==> config.mk <==
export PLATFORM = sky130hd
export DESIGN_NAME = dwsa_front
export DESIGN_NICKNAME = d
export VERILOG_FILES = /design/src/hdl/dwsa_pkg.sv /design/src/hdl/dwsa_front.sv
export SDC_FILE = /design/constraint.sdc
export NUM_CORES = 2
export LEC_CHECK = 0
export BUFFER_PORTS_ARGS = -buffer_cell sky130_fd_sc_hd__buf_2
export CAP_MARGIN = 20
export CORE_AREA = 2 2 475 477
export DETAILED_ROUTE_END_ITERATION = 7
export DIE_AREA = 0 0 477 479
export PLACE_DENSITY = 0.43
export SYNTH_ARGS = -nofsm -noshare
export SYNTH_HDL_FRONTEND = slang
export SYNTH_SLANG_ARGS = --single-unit
==> constraint.sdc <==
create_clock -name clock -period 5.84 [get_ports clock]
set_input_delay 1.168 -clock clock [delete_from_list [all_inputs] [get_ports clock]]
set_output_delay 1.168 -clock clock [all_outputs]
set_load 0.005 [all_outputs]
==> src/hdl/dwsa_pkg.sv <==
// Shared constants for the DMA write segmented RAM aligner.
package dwsa_pkg;

   localparam int ADDR_W  = 19;   // byte address width
   localparam int LEN_W   = 16;   // operation length width
   localparam int BYTE_W  = 8;
   localparam int WORD_BYTES = 8;
   localparam int WORD_W  = WORD_BYTES * BYTE_W;

   localparam int DEF_LINE_BYTES     = 128;
   localparam int DEF_SEGMENTS       = 8;
   localparam int DEF_LINE_ADDR_BITS = 12;

   // closed beats waiting between front and back
   localparam int BEAT_QUEUE_DEPTH = 2;

endpackage

==> src/hdl/dwsa_front.sv <==
// Front end: accepts request bytes, merges them into the line and closes beats.
module dwsa_front
   import dwsa_pkg::*;
#(
   parameter int LINE_BYTES     = DEF_LINE_BYTES,
   parameter int SEGMENTS       = DEF_SEGMENTS,
   parameter int LINE_ADDR_BITS = DEF_LINE_ADDR_BITS,
   localparam int WORDS = LINE_BYTES / WORD_BYTES,
   localparam int IDX_W = $clog2(WORDS)
) (
   input  logic                               clock,
   input  logic                               reset,
   input  logic                               accept_i,
   input  logic                               start_op_i,
   input  logic [ADDR_W-1:0]                  start_addr_i,
   input  logic [LEN_W-1:0]                   op_len_i,
   input  logic [BYTE_W-1:0]                  data_byte_i,
   output logic                               beat_push_o,
   output logic [WORDS-1:0][WORD_W-1:0]       beat_line_o,
   output logic [WORDS-1:0][WORD_BYTES-1:0]   beat_en_o,
   output logic [SEGMENTS-1:0]                beat_seg_o,
   output logic [LINE_ADDR_BITS-1:0]          beat_line_addr_o,
   output logic                               beat_done_o
);

   localparam int OFF_W     = $clog2(LINE_BYTES);
   localparam int SEG_BYTES = LINE_BYTES / SEGMENTS;

   logic [WORDS-1:0][WORD_W-1:0]     line_ff, line_in;
   logic [WORDS-1:0][WORD_BYTES-1:0] en_ff, en_in;
   logic [SEGMENTS-1:0]              seg_ff, seg_in;
   logic [ADDR_W-1:0]                next_addr_ff, next_addr_in;
   logic [LEN_W-1:0]                 left_ff, left_in;

   logic [ADDR_W-1:0]                eff_addr;
   logic [LEN_W-1:0]                 eff_left;
   logic [OFF_W-1:0]                 off;
   logic [IDX_W-1:0]                 word_sel;
   logic [2:0]                       lane;
   logic [ADDR_W+LINE_ADDR_BITS-1:0] addr_ext;
   logic [WORDS-1:0][WORD_W-1:0]     line_wr;
   logic [WORDS-1:0][WORD_BYTES-1:0] en_wr;
   logic [SEGMENTS-1:0]              seg_wr;
   logic                             done;
   logic                             close;

   assign eff_addr = start_op_i ? start_addr_i : next_addr_ff;
   assign eff_left = start_op_i ? op_len_i : left_ff;
   assign off      = eff_addr[OFF_W-1:0];
   assign word_sel = off[OFF_W-1:3];
   assign lane     = off[2:0];
   assign addr_ext = {{LINE_ADDR_BITS{1'b0}}, eff_addr} >> OFF_W;
   assign done     = (eff_left == LEN_W'(1));
   assign close    = done || (off == OFF_W'(LINE_BYTES - 1))
                   || (eff_addr == {ADDR_W{1'b1}});

   always_comb begin
      line_wr = line_ff;
      en_wr   = start_op_i ? '0 : en_ff;
      seg_wr  = start_op_i ? '0 : seg_ff;
      line_wr[word_sel][{lane, 3'b000} +: BYTE_W] = data_byte_i;
      en_wr[word_sel][lane] = 1'b1;
      for (int s = 0; s < SEGMENTS; s++) begin
         if (int'(off) >= s * SEG_BYTES && int'(off) < (s + 1) * SEG_BYTES) begin
            seg_wr[s] = 1'b1;
         end
      end
   end

   always_comb begin
      line_in      = line_ff;
      en_in        = en_ff;
      seg_in       = seg_ff;
      next_addr_in = next_addr_ff;
      left_in      = left_ff;
      beat_push_o  = 1'b0;
      if (accept_i) begin
         // a new start abandons any open beat
         if (start_op_i) begin
            en_in        = '0;
            seg_in       = '0;
            next_addr_in = start_addr_i;
            left_in      = op_len_i;
         end
         if (eff_left != '0) begin
            line_in      = line_wr;
            next_addr_in = eff_addr + ADDR_W'(1);
            left_in      = eff_left - LEN_W'(1);
            if (close) begin
               beat_push_o = 1'b1;
               en_in       = '0;
               seg_in      = '0;
            end else begin
               en_in  = en_wr;
               seg_in = seg_wr;
            end
         end
      end
   end

   assign beat_line_o      = line_wr;
   assign beat_en_o        = en_wr;
   assign beat_seg_o       = seg_wr;
   assign beat_line_addr_o = addr_ext[LINE_ADDR_BITS-1:0];
   assign beat_done_o      = done;

   always_ff @(posedge clock) begin
      if (reset) begin
         line_ff      <= '0;
         en_ff        <= '0;
         seg_ff       <= '0;
         next_addr_ff <= '0;
         left_ff      <= '0;
      end else begin
         line_ff      <= line_in;
         en_ff        <= en_in;
         seg_ff       <= seg_in;
         next_addr_ff <= next_addr_in;
         left_ff      <= left_in;
      end
   end

endmodule

Yosys cells after proc, flatten, opt, wreduce, memory -nomap -nowiden
Cells that the tools add are included.

Muxes and demuxes: 28. Bitwise logic cells: 1. Div/mod/pow operators: 0. Magnitude comparators: 18. Equal/unequal tests: 3. Reductions and logical operators: 12. $add $sub $neg: 3. Shift operators: 2. $mul: 0.

Operator list (number): 1024-bit bitwise mux (1); 128-bit two-way mux (3); 64-bit demux with 4-bit select (1); 128-bit bitwise OR (1); 64-bit two-way mux (1); 8-bit by 8-bit variable shift with 64-bit output (first input constant) (1); 8-bit by 8-bit indexed part select with 64-bit output (1); 19-bit two-way mux (2); 8-bit demux with 4-bit select (1); 16-bit two-way mux (2); 8-bit two-way mux (4); 7-bit greater-or-equal comparator (second input constant) (4); 7-bit less-than comparator (second input constant) (4); 19-bit by 1-bit adder with 19-bit output (second input constant) (1); 19-bit equality test (second input constant) (1); 16-bit by 1-bit equality test with 1-bit output (second input constant) (1); 16-bit nonzero test (1); 16-bit by 1-bit subtractor with 16-bit output (second input constant) (1); 7-bit by 6-bit greater-or-equal comparator with 1-bit output (second input constant) (2); 7-bit by 6-bit less-than comparator with 1-bit output (second input constant) (2); 1-bit two-way mux (12); 1-bit logical AND (8); 6-bit negator with 8-bit output (1); 7-bit equality test (second input constant) (1); other kinds (9) (10).

Bits in read-only memories: 0. Logic and storage cells: 102. RAM bits: 0. Latch bits: 0. Flip-flop bits (word level): 1195. Output and inout bits: 1174. Memories: 0.

Depth between registers and ports, before layout
Word-level depth: 10. Gate-level depth with buffers: 15. Mapped depth without buffers: 9.

Worst setup path after synthesis
OpenSTA, ideal clock, no wires.

Path kind: input-to-output. Start: in start_op_i. End: out beat_line_o[240] (netlist bit). Arrival: 4.236 ns. Slack: 0.436 ns. Cell stages on the path: 12. Data required time: 4.672 ns. Buffers on the path: 5. Path through: buf_2 -> mux2i_4 -> clkbuf_1 -> ha_1 -> ha_1 -> clkbuf_1 -> or3b_2 -> nor4_1 -> clkbuf_1 -> nand2_1 -> clkbuf_1 -> mux2_2.

RTL lines: start: declaration (line dwsa_front.sv:14) `input logic start_op_i,`; end: declaration (line dwsa_front.sv:19) `output logic [WORDS-1:0][WORD_W-1:0] beat_line_o,`.

==> impl.org <==
** Timing
- Worst-margin pin slew :: 1.31 ns
- Post-route clock period utilization :: 97.2%
- Post-layout min period :: between 5 and 6 ns
- Derived from the worst setup path, the maximum achievable clock frequency is 176 MHz.
- Tightest slew margin relative to the limit :: between 10% and 20%
- Setup-violating endpoint count in the final report :: 0
- The final-report hold violation count is 0.
- Setup repair after global routing left no endpoint under its margin.
- Between clock sinks in the finished design, the worst skew comes to ~0.026 ns.
- The count of final max-slew check failures was 0.

** Pwr
- For this design the ratio of total power to cell area is 266 mW/mm2.
- Power comes to 19600 uW.
- VDD sags by at most 294 uV.
- The analysis attributes to cell leakage a power of 0.0291 uW.

** Floorplanning
- 1221 I/O pins were placed.
- The floorplan step defined a core boundary enclosing 0.224 mm2.
- The die covers 0.228 mm2.
- The floorplan step set the die width to 477 um.
- The floorplan has 174 rows.
- Effective utilization at floorplan :: 25.9%
- The die is 479 um tall.

** Worst setup path
- Crit path launch :: start_op_i
- CP endpoint kind :: output port
- Crit path arrival time :: 4.51 ns
- Of all nets on the critical path, the largest fanout is 17.
- For flop-to-flop paths, the worst setup slack is 1.82 ns.
- Launching point of the worst reg2reg path :: next_addr_ff[1]
- At the worst endpoint, the required time is ~4.7 ns.
- The worst setup path is of the input pin to output port kind.
- Critical Path Start Type :: input pin
- Worst r2r path cells :: 11
- End of the worst register-to-register path :: line_ff[755]

** Place
- Routability congestion estimate from global placement :: 0.874
- Buffers placed on the I/O ports in this run total 1220.
- The placed instances occupy a cell area of between 0.06 and 0.07 mm2.
- Total half-perimeter wirelength after legalization and detailed placement :: between 200000 and 250000 um

** Yosys
- Yosys mapped the design onto 78 distinct sky130hd cell types.
- Sequential cell area fraction in the yosys report :: 41.3%
- Count of flip-flops with a built-in enable after synthesis :: 0
- Number of nets in the synthesized netlist :: 7378
- Syn. warnings :: 0
- Among all flip-flop cells after synthesis, the most frequent one is sky130_fd_sc_hd__dfxtp_1.
- Async set-reset flop share out of synthesis :: 0%
- The cell count after synthesis came out at 7325.
- Mapped cell area :: 0.0579 mm2
- Number of flip-flops and latches in the synthesized netlist :: 1195
- Avg Cell Area, Syn :: 7.91 um2

** Hold path
- Tightest Hold Check Type :: flop to flop
- The worst hold path terminates at line_ff[800].
- Along the worst hold path, the cell count comes to 2.
- Critical hold path startpoint :: line_ff[800]

** Global route
- Wire length of the first global-routing pass :: approximately 440000 um
- Total Routing Usage GR :: 26.3%
- The number of antenna violations at the first check in global routing is 37.
- Entering global routing, the biggest net connects 217 pins.
- Sum of overflow across all layers after global routing :: 0
- Number of global-route vias before repair :: 55700

** Status
- The flow ran to the end, and the final reports show no timing, DRC or antenna violations.

** Final layout
- Layout Area Growth over Synthesis :: 26.9%
- Most common cell after layout, fill and taps aside :: sky130_fd_sc_hd__nand2_1
- Most used cells in the layout excluding fill and tap cells :: sky130_fd_sc_hd__nand2_1, sky130_fd_sc_hd__o21ai_0, sky130_fd_sc_hd__buf_2
- Post-Layout Inst Area :: roughly 0.074 mm2
- In the final layout, the share of cells above drive strength 1 is ~29%.
- In the final design database the tool counted 8389 nets.

** Clock network
- Insertion delay of the later-clocked pin in the worst-skew pair :: 0.80 ns
- Hold repair after CTS inserted 0 buffers.
- The H-tree generated during clock tree synthesis spans 4 levels.
- TritonCTS created 151 clock buffers.
- TritonCTS clock tree :: built
- The clock passes through at most 3 buffers.
- Clock-pin slew was measured on the worst setup and hold paths at ~0.060 ns.
- Number of clock sinks :: 1195
- In this run the clock root is driven by a sky130_fd_sc_hd__clkbuf_16.

** Route
- Met3 routed wirelength :: 25600 um
- The routed design uses 151000 um of met2 wire.
- Highest routed metal layer :: met5
- WL final :: 317000 um
- Metal1 wirelength :: 129000 um
- Average wire per standard cell :: roughly 28 um
- After detailed routing, the number of vias per cell comes to 5.18.
- Final routed DRC violation total :: 0
- For this block, the initial DRC count from the detailed router was between 5000 and 6000.
- Antenna violation net count after detailed routing :: 0
- For this block, the via count after detailed routing is 59400.
- Number of iterations in the first detailed-routing pass :: 6

** Run
- Across the run, the number of max-cap violations was 0.
==> metal layers <==
| metal | vias up | global-route usage [%] |
|---|---|---|
| li1 | 27500 | - |
| met1 | 29000 | 32.3 |
| met2 | 2425 | 44.4 |
| met3 | 454 | 6.62 |
| met4 | 12 | 9.19 |
| met5 | - | 0 |
==> worst max-delay path, stage by stage <==
cell and delay [ns]:
sky130_fd_sc_hd__buf_4 0.22, sky130_fd_sc_hd__mux2i_1 0.33, sky130_fd_sc_hd__ha_2 0.24, sky130_fd_sc_hd__ha_1 0.34, sky130_fd_sc_hd__or3b_2 0.49, sky130_fd_sc_hd__nor4_2 0.25
sky130_fd_sc_hd__buf_12 0.26, sky130_fd_sc_hd__nand2_1 0.50, sky130_fd_sc_hd__mux2_2 0.50, sky130_fd_sc_hd__buf_2 0.16
==> per-stage QoR <==
| step | worst slack, ns | utilization, % | hold WS [ns] | cells | TNS (ns) |
|---|---|---|---|---|---|
| finish | 0.162 | 32.9 | 0.452 | 11500 | 0 |
| global route | 0.0188 | 32.9 | 0.463 | 11400 | 0 |
| CTS | 0.0636 | 32.9 | 0.451 | 11400 | 0 |
| detailed placement | -0.325 | 30.6 | 0.442 | 11200 | -0.894 |
| global placement | -0.326 | 30.6 | 0.433 | 11200 | -0.371 |
| floorplan | 0.436 | - | 0.428 | 7325 | 0 |
==> layout make-up <==
class / count / area [um2]
clock buffers: 225 / 4400
fillers: 24000 / 150000
diodes: 12 / 30.0
inverters: 18 / 70.1
repair buffers: 1581 / 9340
well taps: 2992 / 3740
clock inverters: 44 / 652
multi-input cells: 5389 / 31400
flip-flops and latches: 1195 / 23900
==> cells in the mapped netlist, drive strengths merged, types with 10 or more instances <==
cell | count | share of area (%)
nand2 | 1534 | 9.9
o21ai | 1279 | 11
dfxtp | 1195 | 41
a21oi | 817 | 7.1
clkbuf | 571 | 3.7
mux2 | 524 | 10
nor2 | 390 | 2.6
mux2i | 249 | 4.3
o2bb2ai | 176 | 2.7
buf | 152 | 1.2
a22o | 75 | 1.1
nor3 | 45 | 0.79
nand3 | 44 | 0.41
and3 | 32 | 0.35
inv | 18 | 0.12
and2 | 15 | 0.16
or3 | 13 | 0.14
a22oi | 12 | 0.18
or2 | 12 | 0.13
a32o | 11 | 0.19
nor4 | 11 | 0.16
o211ai | 11 | 0.14
a211oi | 10 | 0.20
==> cells by family (layout without fill, tap and decap cells) <==
kind of cell | Yosys count | count (layout) | synth area share (%)
AND/OR/NAND/NOR | 2141 | 2141 | 15.3
other | 0 | 12 | 0
buffers and inverters | 741 | 1868 | 4.98
XOR/XNOR | 12 | 12 | 0.181
AO/OA/AOI/OAI | 2457 | 2457 | 23.6
adder cells (fa/ha/maj) | 6 | 6 | 0.130
flip-flops | 1195 | 1195 | 41.3
multiplexers | 773 | 773 | 14.5
==> report_power, final <==
part           internal (uW)  total (uW)  leakage (uW)  switching [uW]
Combinational            329        1650        0.0170            1320
Sequential              8180        8210       0.00963            25.4
Clock                   5720        9720       0.00247            4000
Total                  14200       19600        0.0291            5350
==> how the worst max path moves through the flow <==
stage	slack (ns)	cells after the start	endpoint
4_1_cts	0.06	11	beat_line_o[636]
5_1_grt	0.02	11	beat_line_o[1007]
6_report	0.16	10	beat_line_o[1009]
3_3_place_gp	-0.33	7	beat_line_o[974]
3_5_place_dp	-0.32	7	beat_line_o[974]
2_1_floorplan	0.44	12	beat_line_o[240]
==> registers in the layout, summed over array words and instances (netlist names) <==
name / count
en_ff: 128
left_ff: 16
line_ff: 1024
next_addr_ff: 19
seg_ff: 8
==> repair_timing <==
action | 4_1_cts | 5_1_grt
endpoints found under the setup margin | 14 | 2
buffers inserted | 0 | 0
gates resized for setup | 5 | 2
Power figures use the tool's default switching activity.
