<file path="config.mk">
export PLATFORM = sky130hd
export DESIGN_NAME = dwsa_back
export DESIGN_NICKNAME = d
export VERILOG_FILES = /design/src/hdl/dwsa_pkg.sv /design/src/hdl/dwsa_back.sv
export SDC_FILE = /design/constraint.sdc
export NUM_CORES = 1
export LEC_CHECK = 0
export BUFFER_PORTS_ARGS = -buffer_cell sky130_fd_sc_hd__buf_2
export CORE_AREA = 5 5 492 494
export DETAILED_ROUTE_END_ITERATION = 16
export DIE_AREA = 0 0 497 499
export PLACE_DENSITY_LB_ADDON = 0.2
export RECOVER_POWER = 50
export SYNTH_ARGS = -nofsm -noshare
export SYNTH_HDL_FRONTEND = slang
export SYNTH_SLANG_ARGS = --single-unit
</file>
<file path="constraint.sdc">
create_clock -name clock -period 2.3 [get_ports clock]
set_input_delay 0.46 -clock clock [delete_from_list [all_inputs] [get_ports clock]]
set_output_delay 0.46 -clock clock [all_outputs]
set_load 0.05 [all_outputs]
</file>
<file path="src/hdl/dwsa_pkg.sv">
// Shared constants for the DMA write segmented RAM aligner.
package dwsa_pkg;

   localparam int ADDR_W  = 19;   // byte address width
   localparam int LEN_W   = 16;   // operation length width
   localparam int BYTE_W  = 8;
   localparam int WORD_BYTES = 8;
   localparam int WORD_W  = WORD_BYTES * BYTE_W;

   localparam int DEF_LINE_BYTES     = 128;
   localparam int DEF_SEGMENTS       = 8;
   localparam int DEF_LINE_ADDR_BITS = 12;

   // closed beats waiting between front and back
   localparam int BEAT_QUEUE_DEPTH = 2;

endpackage

</file>
<file path="src/hdl/dwsa_back.sv">
// Back end: drains the oldest closed beat one 64-bit word per pop.
module dwsa_back
   import dwsa_pkg::*;
#(
   parameter int LINE_BYTES     = DEF_LINE_BYTES,
   parameter int SEGMENTS       = DEF_SEGMENTS,
   parameter int LINE_ADDR_BITS = DEF_LINE_ADDR_BITS,
   localparam int WORDS = LINE_BYTES / WORD_BYTES,
   localparam int IDX_W = $clog2(WORDS)
) (
   input  logic                             clock,
   input  logic                             reset,
   input  logic                             q_empty_i,
   output logic                             q_pop_o,
   input  logic [WORDS-1:0][WORD_W-1:0]     head_line_i,
   input  logic [WORDS-1:0][WORD_BYTES-1:0] head_en_i,
   input  logic [SEGMENTS-1:0]              head_seg_i,
   input  logic [LINE_ADDR_BITS-1:0]        head_line_addr_i,
   input  logic                             head_done_i,
   output logic                             rsp_empty,
   input  logic                             rsp_pop,
   output logic [IDX_W-1:0]                 rsp_word_index,
   output logic [WORD_W-1:0]                rsp_word_data,
   output logic [WORD_BYTES-1:0]            rsp_byte_enable,
   output logic [SEGMENTS-1:0]              rsp_seg_valid,
   output logic [LINE_ADDR_BITS-1:0]        rsp_line_addr,
   output logic                             rsp_beat_last,
   output logic                             rsp_op_done
);

   logic [IDX_W-1:0] word_cnt_ff, word_cnt_in;
   logic             take;

   assign take    = rsp_pop && !q_empty_i;
   assign q_pop_o = take && rsp_beat_last;

   always_comb begin
      word_cnt_in = word_cnt_ff;
      if (take) begin
         word_cnt_in = rsp_beat_last ? '0 : word_cnt_ff + IDX_W'(1);
      end
   end

   assign rsp_empty       = q_empty_i;
   assign rsp_word_index  = word_cnt_ff;
   assign rsp_word_data   = head_line_i[word_cnt_ff];
   assign rsp_byte_enable = head_en_i[word_cnt_ff];
   assign rsp_seg_valid   = head_seg_i;
   assign rsp_line_addr   = head_line_addr_i;
   assign rsp_beat_last   = (word_cnt_ff == IDX_W'(WORDS - 1));
   assign rsp_op_done     = head_done_i;

   always_ff @(posedge clock) begin
      if (reset) begin
         word_cnt_ff <= '0;
      end else begin
         word_cnt_ff <= word_cnt_in;
      end
   end

endmodule
</file>
; Word level (Yosys, flattened, before mapping)
; Index checks and enable logic that the tools add are counted.
[totals]
in_bits = 1177
reg_bits = 4
[classes]
magnitude_cmp = 1
addsub = 1
n_mux = 5
n_eq_ne = 1
reduce_logical = 3
[ops]
columns = op, n
row1 = 64-bit binary-select mux with 4-bit select, 1
row2 = 64-bit two-way mux, 1
row3 = 8-bit binary-select mux with 4-bit select, 1
row4 = 8-bit two-way mux, 1
row5 = 4-bit by 5-bit less-than comparator with 1-bit output (second input constant), 1
row6 = 4-bit by 1-bit adder with 4-bit output (second input constant), 1
row7 = 4-bit == test (second input constant), 1
row8 = 4-bit two-way mux, 1
row9 = 1-bit logical AND, 2
row10 = 1-bit logical NOT, 1

; Longest topological paths before layout
; Gate-level depths: netlist of run 1.
[logic_depth]
word_depth = 3
ltp_mapped = 7
depth_no_buf = 4

; Worst setup path before layout of run 1
; Ideal clock, no wire load.
[synth_path]
path_type = register to output
startpoint = register word_cnt_ff[0], in the netlist rsp_word_index[0]
endpoint = output rsp_word_data[33]
t_required_ps = 1840
arrival_ps = 2391
setup_slack_ps = -551
stages_incl_launch_ff = 8
path_cell_list = dfxtp_1 -> buf_6 -> buf_12 -> buf_12 -> buf_12 -> mux2i_1 -> a221o_1 -> o22ai_1
[synth_via]
elab_chain_cells = 2
[synth_rtl]
columns = element, line_no
row1 = "start, declared", dwsa_back.sv:31  ; logic [IDX_W-1:0] word_cnt_ff, word_cnt_in;
row2 = "start signal, assigned", dwsa_back.sv:57  ; word_cnt_ff <= word_cnt_in;
row3 = 64-bit binary-select mux with 4-bit select, dwsa_back.sv:46  ; assign rsp_word_data = head_line_i[word_cnt_ff];
row4 = 64-bit two-way mux (implied by the code), dwsa_back.sv:46
row5 = "end, declared", dwsa_back.sv:23  ; output logic [WORD_W-1:0] rsp_word_data,
; No other way between the ends. The select of a mux whose other input is x is not followed.

; Final worst setup path of run 1
[layout_path]
startpoint = register word_cnt_ff[0], in the netlist rsp_word_index[0]
endpoint = output rsp_word_data[8]
; The elaborated chain is that of the path after synthesis.

==> flow_summary.json, run 1 <==
{
  "outcome": "finished, violations left",
  "violations": "setup timing",
  "reg2regPathDepth": 8,
  "syn_area_um2": 9840,
  "period_share_pct": 121,
  "crit_arrival_ns": 2.33,
  "preCtsSetupSlack_ns": -0.549,
  "dieArea_um2": 248000,
  "drt-vias-per-instance": 2.91,
  "synth_top_area_share_pct": 33.0,
  "ir_worst_vdd_mv": 0.210,
  "gr-total-overflow": 0,
  "syn2layout_area_growth_pct": 161,
  "clock_sinks": 4,
  "grt_pass1_wl_mm": 197,
  "setup_ws_ns": -0.492,
  "drt_iter0_markers": 951,
  "largest_reg_flops": 4,
  "wl_mm": 161,
  "yosysWarnings": 0,
  "drive_gt1_share_pct": 88.2,
  "critPathKind": "reg2out",
  "multi_input_comb_area_um2": 11000,
  "yosys.cell_count.top_type": "nor2_1",
  "synth_edf_count": 0,
  "crit_path_start_kind": "flip-flop",
  "die_y_um": 499,
  "place_congestion": 0.879,
  "drv_slew": 0,
  "cp_max_fo": 6,
  "wl_per_cell_um": 28.9,
  "synth-main-ff-cell": "dfxtp_1",
  "design.portCount": 1277,
  "die_w_um": 497,
  "synth.avg_cell_area_um2": 10.2,
  "vias": 16200,
  "nFillCells": 27600,
  "power_per_cell_area_nw_per_um2": 216,
  "hold_slack_ns": 0.443,
  "hold_viol_final": 0,
  "hpwl_mm": 146,
  "core_um2": 237000,
  "yosysUniqueCellTypes": 29,
  "tns_ns": -27.22,
  "clockRootBuffer": "clkbuf_16",
  "cts.htree.levels": 1,
  "finalClockSkew_ns": 0.00210,
  "io_buffers": 1234,
  "std_cell_rows": 179,
  "clk_latency_ns": 0.23,
  "start_util_pct": 4.15,
  "static-leakage-power_nw": 10.1,
  "ctsLongestPathBuffers": 2,
  "p_total_mw": 5.56,
  "crit_path_end_kind": "primary output",
  "synth-seq-cells": 4,
  "grt_pass1_vias": 17400,
  "firstDrtPassIters": 5,
  "holdPathStages": 2,
  "synth-async-reset-ratio_pct": 0,
  "synthTopCellsByCount": "146 x nor2_1, 145 x mux2i_1, 144 x mux2_2, 144 x mux4_2",
  "cts_tree": "yes",
  "grt_setup_unrepaired": "true",
  "hold_path_class": "in2reg",
  "synth_top_cell_by_area": "mux4_2",
  "antenna_found_initial": 163,
  "min_period_ns": 2.79,
  "register_area_um2": 95.1,
  "setup_viol": 72,
  "grt_util_all_layers_pct": 12.2,
  "ys_top_cells_by_area": "mux4_2 33%, mux2_2 16%, mux2i_1 15%",
  "grt_start_max_net_pins": 43,
  "cts-buffers-inserted": 3,
  "nets": 3540,
  "ys_seq_area_share_pct": 0.814,
  "cp.required_ns": 1.84,
  "syn_inst": 969,
  "fmax_mhz": 358,
  "worst_pin_slew_ns": 0.375,
  "synth_nets": 2147,
  "max_cap_violations": 0,
  "drc": 0,
  "drtAntennaViolNets": 0,
  "clk_transition_reported_paths_ns": 0.03,
  "max_slew_margin_pct": 74.5
}
[critical path, cell delays in order (launching register included)]
cell,delay [ns]
dfxtp_4,0.37
buf_12,0.15
buf_16,0.16
bufbuf_16,0.28
buf_4,0.11
mux2_2,0.35
o221ai_4,0.19
buf_8,0.20
o22ai_4,0.10
buf_12,0.16
[repair_timing]
action                                  in CTS  in global routing
endpoints found under the setup margin      72                 73
gates cloned                                 7                  7
gates resized for setup                    290                154
hold buffers                                 0                  0
hold endpoints to repair                     0                  0
buffers inserted                            16                 22
pin swaps                                   25                 33
[stage by stage]
stage	cell area, um2	util [%]	instances
CTS	24600	10.4	5500
global placement	23000	9.72	5477
detailed placement	23000	9.72	5477
floorplan	10800	-	969
finish	25700	10.9	5565
global route	25700	10.8	5544
[per-layer routing]
metal | routed length (um) | vias to the layer above | track usage, %
li1 | - | 6938 | -
met1 | 66900 | 7808 | 15.0
met2 | 75200 | 1109 | 20.5
met3 | 14800 | 252 | 4.57
met4 | 3460 | 88 | 1.78
met5 | 572 | - | 0
[power breakdown]
group / internal (mW) / switching (mW)
registers: 0.0684 / 0.00433
logic: 2.62 / 2.59
clock network: 0.222 / 0.0528
total: 2.91 / 2.65
[worst paths after layout]
kind	slack (ns)	end	startpoint
worst max-delay path	-0.49	rsp_word_data[8]	rsp_word_index[0]
worst min-delay path	0.44	rsp_word_index[0]	reset
worst max register to register	0.44	rsp_word_index[0]	rsp_word_index[1]
worst min register to register	0.80	rsp_word_index[0]	rsp_word_index[0]
[cell type report]
| type | instances | area share (%) |
|---|---|---|
| Antenna cell | 38 | 0.370 |
| Clock buffer | 3 | 0.292 |
| Inverter | 1 | 0.0146 |
| Multi-Input combinational cell | 813 | 42.7 |
| Sequential cell | 4 | 0.370 |
| Tap cell | 3167 | 15.4 |
| Timing Repair Buffer | 1539 | 40.9 |
[cells by family after synthesis]
kind of cell / Yosys count / synth area share (%)
AOI/OAI and AO/OA: 219 / 18.5
muxes: 433 / 64.2
buffers and inverters: 152 / 9.97
adders and majority gates: 1 / 0.127
and+or+nand+nor: 159 / 6.31
xor gates and xnor gates: 1 / 0.0890
DFF: 4 / 0.814
[placed cells by master (no fill, tap or decap), drive strengths merged]
| cell type | synthesis | layout |
|---|---|---|
| nand2b | 2 | 2 |
| diode | 0 | 38 |
| a21oi | 2 | 2 |
| nor2 | 146 | 146 |
| and2 | 1 | 1 |
| mux2 | 144 | 144 |
| ha | 1 | 1 |
| buf | 98 | 1530 |
| o221ai | 72 | 72 |
| mux4 | 144 | 144 |
| bufbuf | 0 | 2 |
| nand2 | 3 | 3 |
| nor2b | 1 | 1 |
| dfxtp | 4 | 4 |
| or3 | 1 | 1 |
| xor2 | 1 | 1 |
| inv | 1 | 1 |
| nor3 | 2 | 2 |
| and3 | 2 | 2 |
| clkbuf | 53 | 10 |
| a221o | 72 | 72 |
| a41oi | 1 | 1 |
| mux2i | 145 | 145 |
| nand3b | 1 | 1 |
| o22ai | 72 | 72 |
(Power assumes the default switching activity.)
==> inputs of run 2 (changes only) <==
--- a/config.mk
+++ b/config.mk
@@ -14,3 +14,4 @@
 export SYNTH_ARGS = -nofsm -noshare
 export SYNTH_HDL_FRONTEND = slang
 export SYNTH_SLANG_ARGS = --single-unit
+export TNS_END_PERCENT = 20
==> constraint.sdc (replaced) <==
create_clock -name clock -period 2.3 [get_ports clock]
set_input_delay 0.46 -clock clock [delete_from_list [all_inputs] [get_ports clock]]
set_output_delay 0.46 -clock clock [all_outputs]
set_load 0.005 [all_outputs]
==> run 2 against run 1 <==
Net effect:
- the flow still finishes with violations (setup timing)
- non-clock buffer count fell by 62
- total power decreased by 21%
- sequential cell count did not move
- clock power grew 8.4%
- routed wire length decreased by 1.8%
- critical path type unchanged
- largest cell class unchanged
==> flow_summary.json, run 2 (same netlist as run 1, synthesis figures left out) <==
{
  "core_um2": 237000,
  "worst_pin_slew_ns": 0.513,
  "fin_util_pct": 9.78,
  "reg2reg_from": "rsp_word_index[0]",
  "mostFrequentLayoutCells": "1209 x buf_2, 170 x buf_4, 144 x mux4_2, 144 x mux2i_1, 137 x mux2_2",
  "dieArea_um2": 248000,
  "holdPathStages": 2,
  "gr-total-overflow": 0,
  "reg2reg_to": "rsp_word_index[0]",
  "max_cap_violations": 0,
  "reg2regPathDepth": 9,
  "drv_slew": 0,
  "start_util_pct": 4.15,
  "clock_sinks": 4,
  "drt-vias-per-instance": 2.94,
  "wl_per_cell_um": 28.8,
  "antenna_found_initial": 161,
  "io_buffers": 1234,
  "period_share_pct": 122,
  "ir_worst_vdd_mv": 0.153,
  "crit_arrival_ns": 2.34,
  "cts.htree.levels": 1,
  "layout_commonest_cell": "buf_2",
  "nFillCells": 27900,
  "clk_latency_ns": 0.24,
  "drc": 0,
  "hp-start": "reset",
  "place_congestion": 0.894,
  "firstDrtPassIters": 5,
  "drive_gt1_share_pct": 83.8,
  "violations": "setup timing",
  "setup_viol": 73,
  "register_area_um2": 95.1,
  "drtAntennaViolNets": 0,
  "power_per_cell_area_nw_per_um2": 191,
  "critPathKind": "reg2out",
  "holdBufCountCts": 0,
  "max_slew_margin_pct": 65.8,
  "finalClockSkew_ns": 0.00853,
  "grt_pass1_vias": 17400,
  "crit_path_start_kind": "flip-flop",
  "die_w_um": 497,
  "multi_input_comb_area_um2": 9860,
  "hold_slack_ns": 0.492,
  "nets": 3478,
  "static-leakage-power_nw": 9.18,
  "die_y_um": 499,
  "clockRootBuffer": "clkbuf_16",
  "grt_pass1_wl_mm": 194,
  "hpwl_mm": 144,
  "fmax_mhz": 357,
  "min_period_ns": 2.80,
  "syn2layout_area_growth_pct": 135,
  "largest_reg_flops": 4,
  "cts-buffers-inserted": 3,
  "crit_path_end_kind": "primary output",
  "reg2reg_slack_ns": 0.15,
  "cts_tree": "yes",
  "drt_iter0_markers": 1153,
  "place_area_um2": 21200,
  "grt_util_all_layers_pct": 11.9,
  "fin_area_um2": 23200,
  "grt_setup_unrepaired": "true",
  "wl_mm": 158,
  "grt_start_max_net_pins": 34,
  "std_cell_rows": 179,
  "setup_ws_ns": -0.505,
  "hold_end": "rsp_word_index[1]",
  "cp.required_ns": 1.84,
  "ctsLongestPathBuffers": 2,
  "hold_viol_final": 0,
  "outcome": "finished, violations left",
  "cp_max_fo": 16,
  "vias": 16100,
  "hold_path_class": "in2reg",
  "clk_transition_reported_paths_ns": 0.04,
  "p_total_mw": 4.42,
  "design.portCount": 1277
}
==> run 2: changes by cell type in the layout (fill, tap and decap cells not counted), sizes merged <==
| cell | change |
|---|---|
| buf | -57 |
| diode | -10 |
| clkbuf | -3 |
| bufbuf | -2 |
==> run 2: repair_timing <==
item	in CTS	in global routing
gates cloned	4	4
setup buffers	5	21
resized for setup	206	106
pin swaps	11	12
endpoints found under the setup margin	74	74
==> run 2: worst max-delay path by stage <==
stage	from	endpoint	slack (ns)
detailed placement	rsp_word_index[0]	rsp_byte_enable[1]	-0.62
floorplan	rsp_word_index[0]	rsp_word_data[4]	0.37
finish	rsp_word_index[0]	rsp_word_data[28]	-0.50
CTS	rsp_word_index[0]	rsp_word_data[28]	-0.59
global placement	rsp_word_index[0]	rsp_word_data[30]	-0.62
global route	rsp_word_index[0]	rsp_word_data[21]	-0.58
==> run 2: per-stage QoR <==
step | setup WS, ns | TNS (ns) | instances
floorplan | 0.365 | 0 | 969
global placement | -0.622 | -19.87 | 5428
detailed placement | -0.619 | -20.51 | 5428
CTS | -0.587 | -32.25 | 5440
global route | -0.585 | -32.92 | 5485
finish | -0.505 | -27.42 | 5493
==> run 2: where the power goes <==
group          switching [mW]  internal, mW
registers             0.00438        0.0682
logic                    1.97          2.08
clock network          0.0735         0.225
total                    2.05          2.37
==> run 2: cell type report <==
| cell class | count | area share (%) |
|---|---|---|
| Timing Repair Buffer | 1477 | 39.3 |
| Antenna cell | 28 | 0.302 |
| Tap cell | 3167 | 17.1 |
| Sequential cell | 4 | 0.410 |
| Clock buffer | 3 | 0.324 |
| Multi-Input combinational cell | 813 | 42.6 |
| Inverter | 1 | 0.0162 |
==> run 2: layer usage <==
metal	up-vias	global-route usage (%)	routed length, um
met2	1210	21.4	78100
li1	6783	-	-
met3	251	3.11	12800
met5	-	0	392
met4	62	2.23	4030
met1	7816	14.5	62700
==> run 2: critical path, cell delays in order, from the launching register on <==
cell and delay (ns):
dfxtp_4 0.36, buf_12 0.12, buf_16 0.16, clkbuf_16 0.20
mux4_2 0.57, nor2_4 0.22, o22ai_2 0.13, buf_4 0.14
buf_2 0.12
