File: config.mk
export PLATFORM = sky130hd
export DESIGN_NAME = dwsa_beat_queue
export DESIGN_NICKNAME = d
export VERILOG_FILES = /design/src/hdl/dwsa_pkg.sv /design/src/hdl/dwsa_beat_queue.sv
export SDC_FILE = /design/constraint.sdc
export NUM_CORES = 1
export LEC_CHECK = 0
export BUFFER_PORTS_ARGS = -buffer_cell sky130_fd_sc_hd__buf_2
export CAP_MARGIN = 20
export CORE_AREA = 2 2 39 41
export DETAILED_ROUTE_END_ITERATION = 16
export DIE_AREA = 0 0 41 43
export PLACE_DENSITY = 0.44
export SKIP_CTS_REPAIR_TIMING = 1
export SYNTH_ARGS = -nofsm -noshare
export SYNTH_HDL_FRONTEND = slang
export SYNTH_SLANG_ARGS = --single-unit
File: constraint.sdc
create_clock -name clock -period 3 [get_ports clock]
set_input_delay 0.3 -clock clock [delete_from_list [all_inputs] [get_ports clock]]
set_output_delay 0.3 -clock clock [all_outputs]
set_load 0.05 [all_outputs]
File: src/hdl/dwsa_pkg.sv
// Shared constants for the DMA write segmented RAM aligner.
package dwsa_pkg;

   localparam int ADDR_W  = 19;   // byte address width
   localparam int LEN_W   = 16;   // operation length width
   localparam int BYTE_W  = 8;
   localparam int WORD_BYTES = 8;
   localparam int WORD_W  = WORD_BYTES * BYTE_W;

   localparam int DEF_LINE_BYTES     = 128;
   localparam int DEF_SEGMENTS       = 8;
   localparam int DEF_LINE_ADDR_BITS = 12;

   // closed beats waiting between front and back
   localparam int BEAT_QUEUE_DEPTH = 2;

endpackage

File: src/hdl/dwsa_beat_queue.sv
// Short queue of closed beats between the front and back ends.
module dwsa_beat_queue
   import dwsa_pkg::*;
#(
   parameter int WIDTH = 1,
   parameter int DEPTH = BEAT_QUEUE_DEPTH
) (
   input  logic             clock,
   input  logic             reset,
   input  logic             push_i,
   input  logic [WIDTH-1:0] data_i,
   output logic             full_o,
   input  logic             pop_i,
   output logic             empty_o,
   output logic [WIDTH-1:0] head_o
);

   localparam int PTR_W = (DEPTH > 1) ? $clog2(DEPTH) : 1;
   localparam int CNT_W = $clog2(DEPTH + 1);

   logic [WIDTH-1:0] slot_ff [DEPTH];
   logic [PTR_W-1:0] wr_ptr_ff, wr_ptr_in;
   logic [PTR_W-1:0] rd_ptr_ff, rd_ptr_in;
   logic [CNT_W-1:0] count_ff, count_in;

   assign full_o  = (count_ff == CNT_W'(DEPTH));
   assign empty_o = (count_ff == '0);
   assign head_o  = slot_ff[rd_ptr_ff];

   always_comb begin
      wr_ptr_in = wr_ptr_ff;
      rd_ptr_in = rd_ptr_ff;
      count_in  = count_ff;
      if (push_i) begin
         wr_ptr_in = (wr_ptr_ff == PTR_W'(DEPTH - 1)) ? '0 : wr_ptr_ff + PTR_W'(1);
      end
      if (pop_i) begin
         rd_ptr_in = (rd_ptr_ff == PTR_W'(DEPTH - 1)) ? '0 : rd_ptr_ff + PTR_W'(1);
      end
      if (push_i && !pop_i) begin
         count_in = count_ff + CNT_W'(1);
      end else if (pop_i && !push_i) begin
         count_in = count_ff - CNT_W'(1);
      end
   end

   always_ff @(posedge clock) begin
      if (push_i) begin
         slot_ff[wr_ptr_ff] <= data_i;
      end
   end

   always_ff @(posedge clock) begin
      if (reset) begin
         wr_ptr_ff <= '0;
         rd_ptr_ff <= '0;
         count_ff  <= '0;
      end else begin
         wr_ptr_ff <= wr_ptr_in;
         rd_ptr_ff <= rd_ptr_in;
         count_ff  <= count_in;
      end
   end

`ifndef NO_ASSERTIONS
   a_no_push_full: assert property (@(posedge clock) disable iff (reset)
      full_o |-> !push_i)
      else $error("beat pushed into full queue");
   a_no_pop_empty: assert property (@(posedge clock) disable iff (reset)
      empty_o |-> !pop_i)
      else $error("beat popped from empty queue");
   a_count_up: assert property (@(posedge clock) disable iff (reset)
      (push_i && !pop_i) |=> count_ff == $past(count_ff) + CNT_W'(1))
      else $error("queue count did not rise on push");
   a_count_down: assert property (@(posedge clock) disable iff (reset)
      (pop_i && !push_i) |=> count_ff == $past(count_ff) - CNT_W'(1))
      else $error("queue count did not fall on pop");
`endif

endmodule

# Word-level counts from Yosys, hierarchy flattened

Memories as Yosys holds them, arrays and structs flattened. A register that Yosys moved wholly into a read port is not among the register bits.
Cells that the tools add are included.

Multiplexer cells: 8
Add/sub/neg operators: 4
Reduce and logical (&&, ||, !) cells: 6
Equality and inequality tests: 1

Operators by type and width:

| kind                                                                | number |
|---|---|
| 1-bit two-way mux                                                   | 6 |
| 2-bit two-way mux                                                   | 2 |
| 1-bit adder (second input constant)                                 | 2 |
| 2-bit by 1-bit adder with 2-bit output (second input constant)      | 1 |
| 2-bit == test (second input constant)                               | 1 |
| 1-bit logical AND                                                   | 2 |
| 1-bit zero test                                                     | 2 |
| 2-bit zero test                                                     | 1 |
| 2-bit nonzero test                                                  | 1 |
| 2-bit by 1-bit subtractor with 2-bit output (second input constant) | 1 |

Bits in registers: 4
Output and inout port bits: 3
Bits of input ports: 5
RAM bits: 2
Memories: 1

Memories:

| name    | depth | width | rd ports | clocked after Yosys merged registers in | write ports | line                  | RTL |
|---|---|---|---|---|---|---|---|
| slot_ff | 2     | 1     | 1        | 1                                       | 1           | dwsa_beat_queue.sv:21 | `logic [WIDTH-1:0] slot_ff [DEPTH];` |

# Logic depth before layout (Yosys ltp)

Gate-level depths: netlist of the first run.

Word-level depth: 4
Depth in mapped cells: 5
Gate-level depth less buffers: 5

# Worst setup path before layout of the first run

Ideal clock, no wire load.

Kind: register to output
Start point: register count_ff[0]
End point: output empty_o
Path buffers: 0
Cell stages (with the launch flop): 2
Data arrival time: 0.976 ns
Slack: 1.724 ns
Cells stage by stage: dfxtp_1 nor2_1

Longest elaborated chain between the ends: 1

Ends and longest elaborated chain:

| what                   | line                  | RTL |
|---|---|---|
| from (decl)            | dwsa_beat_queue.sv:24 | `logic [CNT_W-1:0] count_ff, count_in;` |
| from (signal assigned) | dwsa_beat_queue.sv:61 | `count_ff <= count_in;` |
| 2-bit zero test        | dwsa_beat_queue.sv:27 | `assign empty_o = (count_ff == '0);` |
| to (decl)              | dwsa_beat_queue.sv:14 | `output logic empty_o,` |

No other way between the ends.

==> run_results.csv, run 1 <==
group,metric,value,unit
worst_setup_path,worst-path-max-fanout,1,
logic_synthesis,synth_cells,25,
floorplanning,io_pins,8,
logic_synthesis,ys_seq_area_frac,0.574,
sta,hold_viol_final,0,
place,placed_cell_area,334,um^2
place,io_buffers,7,
clocking,clock_path_buffers,2,
logic_synthesis,yosysWarningCount,0,
run,drv_cap,0,
drt,wl_per_cell,8.79,um
layout,design_area,360,um^2
worst_setup_path,arrival,1.10,ns
worst_setup_path,end_kind,"output pin",
drt,drt_first_pass_iters,2,
sta,slew_viol_final,0,
drt,vias,200,
worst_setup_path,r2r-end,"count_ff[1]",
global_route,gr-usage-all-layers,0.0746,
global_route,grt_max_degree,6,
place,gp_congestion,0.684,
layout,drive_gt1_frac,0.333,
worst_setup_path,rr_startpoint,"count_ff[0]",
layout,areaGrowthSynthToFinish,29.1,%
sta,worstMarginPinSlew,0.246,ns
logic_synthesis,syn_area,279,um^2
power,p_leak,0.160,nW
floorplanning,dieArea,0.00176,mm^2
logic_synthesis,syn_nets,31,
layout,nets,43,
floorplanning,fp.dieW,41,um
sta,fmax,716,MHz
logic_synthesis,synth_cell_types,14,
global_route,antenna_found_initial,0,
floorplanning,fp-row-count,14,
layout,register_area,160,um^2
drt,drc_errors,0,
worst_setup_path,rrSetupSlack,1.98,ns
outcome,status,"completed",
hold_path,min_delay_path_depth,1,
layout,n_fill_cell,152,
sta,rsz0062_at_grt,"false",
hold_path,hp-class,"primary input to register",
sta,slew_headroom,0.837,
layout,diodes,0,
clocking,cts-buffers-inserted,3,
sta,fin_crit_sh,0.466,
floorplanning,core,0.00138,mm^2
floorplanning,die_h,43,um
drt,route.final.wire_length,457,um
global_route,grt_pass1_wl,710,um
clocking,h-tree-depth,1,
place,dp_hpwl,319,um
worst_setup_path,worst_setup_path_start_kind,"register",
worst_setup_path,crit_slowest_cell,"mux2_2",
worst_setup_path,cp.required,2.70,ns
sta,skew,0.00439,ns
floorplanning,initial_core_util,0.202,
worst_setup_path,reg2reg_depth,3,
worst_setup_path,crit_path_max_incr_delay,0.32,ns
sta,setup_viol,0,
sta,post-route-min-period,1.40,ns
drt,drtIter0Drc,1,
worst_setup_path,crit_type,"register to output pin",
sta,finalSetupTns,0,ns
drt,drtAntennaViolNets,0,
clocking,path_clk_slew,0.05,ns
clocking,clk_latency,0.25,ns
power,irDropWorstVdd,0.274,mV
global_route,globalRouteOverflowTotal,0,
worst_setup_path,crit_path_cell_trace,"mux2_2, buf_2",
clocking,cts_sinks,7,
power,power.density,715,mW/mm^2
sta,fin_hold_ws,0.237,ns
drt,avgViaCountPerCell,3.85,
global_route,grt_pass1_vias,171,
layout,multi_input_area,115,um^2
hold_path,min_to,"slot_ff[0]",
hold_path,hold_start,"data_i",
logic_synthesis,synth.ff_latch_count,7,
clocking,cts_tree,"yes",
clocking,cts_root_buf,"clkbuf_4",
logic_synthesis,avgSynthCellArea,11.2,um^2
==> worst max path at each step <==
stage                        endpoint  slack, ns  cells past startpoint
after floorplan               empty_o       1.72                      1
after global placement    count_ff[1]       1.70                      4
after detailed placement  count_ff[1]       1.70                      4
final                          head_o       1.60                      2
after global routing           head_o       1.55                      2
after CTS                      head_o       1.59                      2
==> final cells by class <==
type,count,area share
Inverter,1,0.0104
Timing Repair Buffer,7,0.0972
Sequential cell,7,0.444
Clock buffer,4,0.0729
Tap cell,16,0.0556
Multi-Input combinational cell,17,0.319
==> placed cells by master (no fill, tap or decap), drive strengths merged, types with 2 or more instances in the layout <==
| master | instances |
|---|---|
| dfxtp | 5 |
| xor2 | 2 |
| buf | 7 |
| edfxtp | 2 |
| clkbuf | 4 |
| xnor2 | 2 |
| nor2 | 5 |
==> critical path: cells and delay by family (launching register included) <==
kind	cells	cell delay (ns)
buffers and inverters	1	0.21
DFF	1	0.31
muxes	1	0.32
==> kinds of logic after synthesis <==
group	after synthesis	synth area share
fa+ha+maj	1	0.0448
compound gates	2	0.0358
xor+xnor	4	0.126
simple gates	9	0.166
buf+inv	1	0.0134
flops	7	0.574
mux	1	0.0404
==> metal layers <==
metal,up-vias,GRT usage,part of all wire
met5,-,0,0
met4,0,0.0800,0.042
met3,5,0.0942,0.15
met2,10,0.0781,0.36
met1,83,0.0619,0.44
li1,102,-,-
==> synthesized netlist by cell type (all sizes together) <==
master | number | area [um^2]
and2b | 1 | 8.76
dfxtp | 5 | 100
xnor2 | 2 | 17.5
inv | 1 | 3.75
mux2 | 1 | 11.3
nor2b | 1 | 6.26
xor2 | 2 | 17.5
a21oi | 1 | 5.00
o21ai | 1 | 5.00
ha | 1 | 12.5
nor2 | 5 | 18.8
or3 | 1 | 6.26
edfxtp | 2 | 60.1
and2 | 1 | 6.26
==> power breakdown <==
group          leakage [nW]  switching [mW]  total [mW]  internal [mW]
sequential           0.0604         0.00698       0.115          0.108
clock                0.0150          0.0351      0.0859         0.0508
combinational        0.0847          0.0369      0.0569         0.0200
total                 0.160          0.0790       0.258          0.179
==> through the flow <==
step           cells  setup WS, ns  power, mW   util
2_1_floorplan     25          1.72      0.160      -
3_3_place_gp      48          1.70      0.173  0.241
3_5_place_dp      48          1.70      0.174  0.241
4_1_cts           52          1.59      0.263  0.260
5_1_grt           52          1.55      0.276  0.260
6_report          52          1.60      0.258  0.260
Note: power is estimated with default switching activity, not from simulation.
==> run 2: changes to the inputs <==
==> constraint.sdc (replaced) <==
create_clock -name clock -period 1.45 [get_ports clock]
set_input_delay 0.145 -clock clock [delete_from_list [all_inputs] [get_ports clock]]
set_output_delay 0.145 -clock clock [all_outputs]
set_load 0.05 [all_outputs]
==> run 2 against run 1 <==
Via count fell by 1.0%. Sequential share of layout area did not move. Register-to-register slack got worse by 1.6 ns. Hold slack got worse by 0.14 ns. First-iteration DRC count did not move. Sequential cell count did not move. Cell area did not move. Critical endpoint unchanged. Clock-buffer cell count did not move. Final cell count did not move.
==> run_results.csv, run 2 (synthesis gave the netlist of run 1 again) <==
group,metric,value,unit
clocking,clock_path_buffers,2,
drt,wl_met2,185,um
worst_setup_path,worst_setup_path_start_kind,"register",
layout,instances_no_fill,52,
power,share_seq_of_total_power,0.447,
place,dp_hpwl,326,um
sta,finalSetupTns,0,ns
floorplanning,core,0.00138,mm^2
sta,worstMarginPinSlew,0.249,ns
sta,slew_headroom,0.835,
sta,rsz0062_at_grt,"false",
power,p_sw,160,uW
layout,drive_gt1_frac,0.333,
worst_setup_path,crit_path_max_incr_delay,0.32,ns
global_route,antenna_found_initial,0,
run,drv_cap,0,
worst_setup_path,crit_type,"register to output pin",
clocking,h-tree-depth,1,
layout,utilization,0.260,
drt,met1Wirelength,167,um
worst_setup_path,worst-path-max-fanout,1,
power,power_frac_clock,0.330,
drt,wl_met3,61,um
layout,layout_common_cells,"buf_2, nor2_1, dfxtp_1",
power,switching_share,0.303,
worst_setup_path,path_depth,2,
outcome,status,"completed",
clocking,cts_root_buf,"clkbuf_4",
worst_setup_path,rrSetupSlack,0.41,ns
drt,drc_errors,0,
clocking,cts_tree,"yes",
layout,mostFrequentLayoutCell,"buf_2",
drt,top_layer_used,"met3",
drt,drt_first_pass_iters,2,
drt,drtAntennaViolNets,0,
worst_setup_path,arrival,1.09,ns
layout,areaGrowthSynthToFinish,29.1,%
layout,nets,43,
sta,skew,0.000969,ns
sta,hold_viol_final,0,
global_route,globalRouteOverflowTotal,0,
place,pre_cts_slack,0.272,ns
floorplanning,dieArea,0.00176,mm^2
hold_path,hp-class,"primary input to register",
worst_setup_path,crit_slowest_cell,"mux2_2",
clocking,cts_sinks,7,
drt,route.final.wire_length,414,um
power,irDropWorstVdd,0.653,mV
layout,diodes,0,
sta,setup_viol,0,
drt,wl_per_cell,7.96,um
sta,slew_viol_final,0,
clocking,cts-buffers-inserted,3,
worst_setup_path,reg2reg_depth,3,
clocking,path_clk_slew,0.05,ns
clocking,clk_latency,0.25,ns
worst_setup_path,worst-path-buf-inv,1,
global_route,grt_pass1_vias,197,
sta,fin_ws,0.216,ns
sta,post-route-min-period,1.23,ns
drt,vias,198,
floorplanning,die_h,43,um
place,io_buffers,7,
sta,fin_crit_sh,0.851,
power,combinationalPowerShare,0.223,
worst_setup_path,cp.required,1.31,ns
place,dp_cells,48,
power,power.density,1470,mW/mm^2
worst_setup_path,r2r-end,"count_ff[1]",
floorplanning,io_pins,8,
floorplanning,fp-row-count,14,
worst_setup_path,end_kind,"output pin",
drt,drtIter0Drc,1,
worst_setup_path,endpoint,"head_o",
worst_setup_path,critPathTopFamily,"multiplexers",
worst_setup_path,rr_startpoint,"count_ff[0]",
floorplanning,fp.dieW,41,um
global_route,grt_pass1_wl,683,um
power,p_leak,0.160,nW
floorplanning,initial_core_util,0.202,
power,p_int,369,uW
worst_setup_path,crit_path_cell_trace,"mux2_2, buf_2",
drt,avgViaCountPerCell,3.81,
global_route,grt_max_degree,6,
global_route,gr-usage-all-layers,0.0635,
sta,fmax,811,MHz
place,gp_congestion,0.695,
==> run 2: cell counts in the layout (fill, tap and decap cells not counted) <==
No cell type changed its count.
==> run 2: stage by stage <==
step	instance area, um^2	total power [mW]	hold WS (ns)
finish	360	0.530	0.0942
global route	360	0.563	0.0862
CTS	360	0.541	0.0862
detailed placement	334	0.359	0.349
global placement	334	0.357	0.337
floorplan	279	0.332	0.214
==> run 2: cell type report <==
type | count | area (um^2)
fill | 159 | 1020
clock buffer | 4 | 26.3
multi-input combinational | 17 | 115
inverter | 1 | 3.75
timing repair buffer | 7 | 35.0
tap | 16 | 20.0
sequential | 7 | 160
==> run 2: worst reg2reg max path, delay by kind of cell (launching register included) <==
family / cells / cell delay (ns)
AND/OR/NAND/NOR: 1 / 0.31
AO/OA/AOI/OAI: 1 / 0.15
flip-flops: 1 / 0.34
XOR/XNOR: 1 / 0.17
==> run 2: how the worst min path moves through the flow <==
stage | from | end | slack (ns) | cells past startpoint
4_1_cts | data_i | slot_ff[1] | 0.09 | 1
5_1_grt | data_i | slot_ff[1] | 0.09 | 1
2_1_floorplan | reset | count_ff[1] | 0.21 | 1
3_5_place_dp | data_i | slot_ff[1] | 0.35 | 1
6_report | data_i | slot_ff[1] | 0.09 | 1
3_3_place_gp | data_i | slot_ff[1] | 0.34 | 1
==> run 2: power groups by stage <==
stage	sequential (mW)	clock, mW	combinational (mW)
floorplan	0.238	0	0.0940
global placement	0.239	0	0.117
detailed placement	0.240	0	0.119
CTS	0.237	0.185	0.120
global route	0.239	0.195	0.130
finish	0.237	0.175	0.118
==> run 2: metal layers <==
| layer | up-vias | global-route usage |
|---|---|---|
| li1 | 104 | - |
| met1 | 85 | 0.0586 |
| met2 | 9 | 0.0844 |
| met3 | 0 | 0.0628 |
| met4 | 0 | 0.0400 |
| met5 | - | 0 |
==> run 3: changes to the inputs <==
==> constraint.sdc (replaced) <==
create_clock -name clock -period 1.4 [get_ports clock]
set_input_delay 0.14 -clock clock [delete_from_list [all_inputs] [get_ports clock]]
set_output_delay 0.14 -clock clock [all_outputs]
set_load 0.05 [all_outputs]
==> run 3 against run 2 <==
Via count up 1.0%. Hold slack lost 0.0011 ns. Sequential power is 3% higher. Setup slack lost 0.039 ns. Sequential share of layout area unchanged. Total power is 3.8% higher. Global-route usage is 0.81 points higher. Non-clock buffer count is the same. Sequential cell count unchanged. Clock-buffer cell count stayed put. Cell area stayed put. Clock power grew 3%.
==> run_results.csv, run 3 (synthesis gave the netlist of run 1 again) <==
group,metric,value,unit
outcome,status,"completed",
place,dp_hpwl,328,um
layout,utilization,0.260,
sta,hold_viol_final,0,
global_route,gr-usage-all-layers,0.0716,
global_route,grt_max_degree,6,
worst_setup_path,rr_startpoint,"count_ff[0]",
floorplanning,dieArea,0.00176,mm^2
layout,areaGrowthSynthToFinish,29.1,%
clocking,cts_root_buf,"clkbuf_4",
drt,vias,200,
run,drv_cap,0,
global_route,grt_pass1_wl,752,um
drt,wl_per_cell,8.79,um
layout,drive_gt1_frac,0.333,
drt,route.final.wire_length,457,um
drt,drtIter0Drc,0,
floorplanning,die_h,43,um
sta,finalSetupTns,0,ns
layout,mostFrequentLayoutCell,"buf_2",
worst_setup_path,crit_path_max_incr_delay,0.32,ns
clocking,h-tree-depth,1,
power,p_leak,0.160,nW
global_route,antenna_found_initial,0,
power,irDropWorstVdd,0.633,mV
worst_setup_path,crit_slowest_cell,"mux2_2",
floorplanning,io_pins,8,
sta,setup_viol,0,
clocking,cts_tree,"yes",
sta,fmax,818,MHz
floorplanning,initial_core_util,0.202,
worst_setup_path,cp.required,1.26,ns
hold_path,hp-class,"primary input to register",
worst_setup_path,worst_setup_path_start_kind,"register",
place,placed_cell_area,334,um^2
worst_setup_path,end_kind,"output pin",
sta,rsz0062_at_grt,"false",
sta,slew_headroom,0.836,
floorplanning,core,0.00138,mm^2
drt,drc_errors,0,
clocking,cts-buffers-inserted,3,
sta,fin_crit_sh,0.873,
clocking,cts_sinks,7,
worst_setup_path,arrival,1.08,ns
worst_setup_path,crit_type,"register to output pin",
clocking,clock_path_buffers,2,
layout,design_area,360,um^2
sta,post-route-min-period,1.22,ns
power,power,550,uW
layout,layout_common_cells,"buf_2, nor2_1, dfxtp_1",
sta,slew_viol_final,0,
layout,nets,43,
drt,avgViaCountPerCell,3.85,
hold_path,hold_start,"data_i",
place,io_buffers,7,
floorplanning,fp-row-count,14,
clocking,path_clk_slew,0.05,ns
worst_setup_path,worst-path-max-fanout,1,
drt,drt_first_pass_iters,1,
worst_setup_path,crit_path_cell_trace,"mux2_2, buf_2",
floorplanning,fp.dieW,41,um
power,power.density,1530,mW/mm^2
global_route,globalRouteOverflowTotal,0,
drt,drtAntennaViolNets,0,
global_route,grt_pass1_vias,205,
sta,skew,0.00103,ns
layout,diodes,0,
sta,worstMarginPinSlew,0.248,ns
clocking,clk_latency,0.25,ns
place,gp_congestion,0.691,
==> run 3: worst paths after layout <==
kind | end | slack, ns | depth (start not counted)
max | head_o | 0.18 | 2
min | slot_ff[1] | 0.09 | 1
max reg2reg | count_ff[1] | 0.36 | 3
min reg2reg | count_ff[1] | 0.52 | 2
==> run 3: final cells by class <==
type                    count  area [um^2]
clock buffers               4         26.3
fillers                   150         1020
inverters                   1         3.75
multi-input cells          17          115
flip-flops and latches      7          160
well taps                  16         20.0
repair buffers              7         35.0
==> run 3: routing by layer <==
layer | routed length (um) | track usage | up-vias
met4 | 4 | 0.0400 | 0
met3 | 49 | 0.0785 | 2
met5 | 0 | 0 | -
met1 | 222 | 0.0749 | 85
li1 | - | - | 102
met2 | 180 | 0.0844 | 11
==> run 3: critical path: cells and delay by family, from the launching register on <==
kind                   cells  cell delay [ns]
buffers and inverters      1             0.21
DFF                        1             0.31
muxes                      1             0.32
==> run 3: where the power goes <==
| part | internal, mW | switching, mW | total, mW |
|---|---|---|---|
| Clock | 0.109 | 0.0717 | 0.180 |
| Sequential | 0.231 | 0.0144 | 0.245 |
| Combinational | 0.0430 | 0.0812 | 0.124 |
==> run 3: through the flow <==
stage	hold slack (ns)	cells	setup slack, ns
floorplan	0.209	25	0.284
global placement	0.332	48	0.266
detailed placement	0.352	48	0.239
CTS	0.0950	52	0.170
global route	0.0811	52	0.131
finish	0.0931	52	0.177
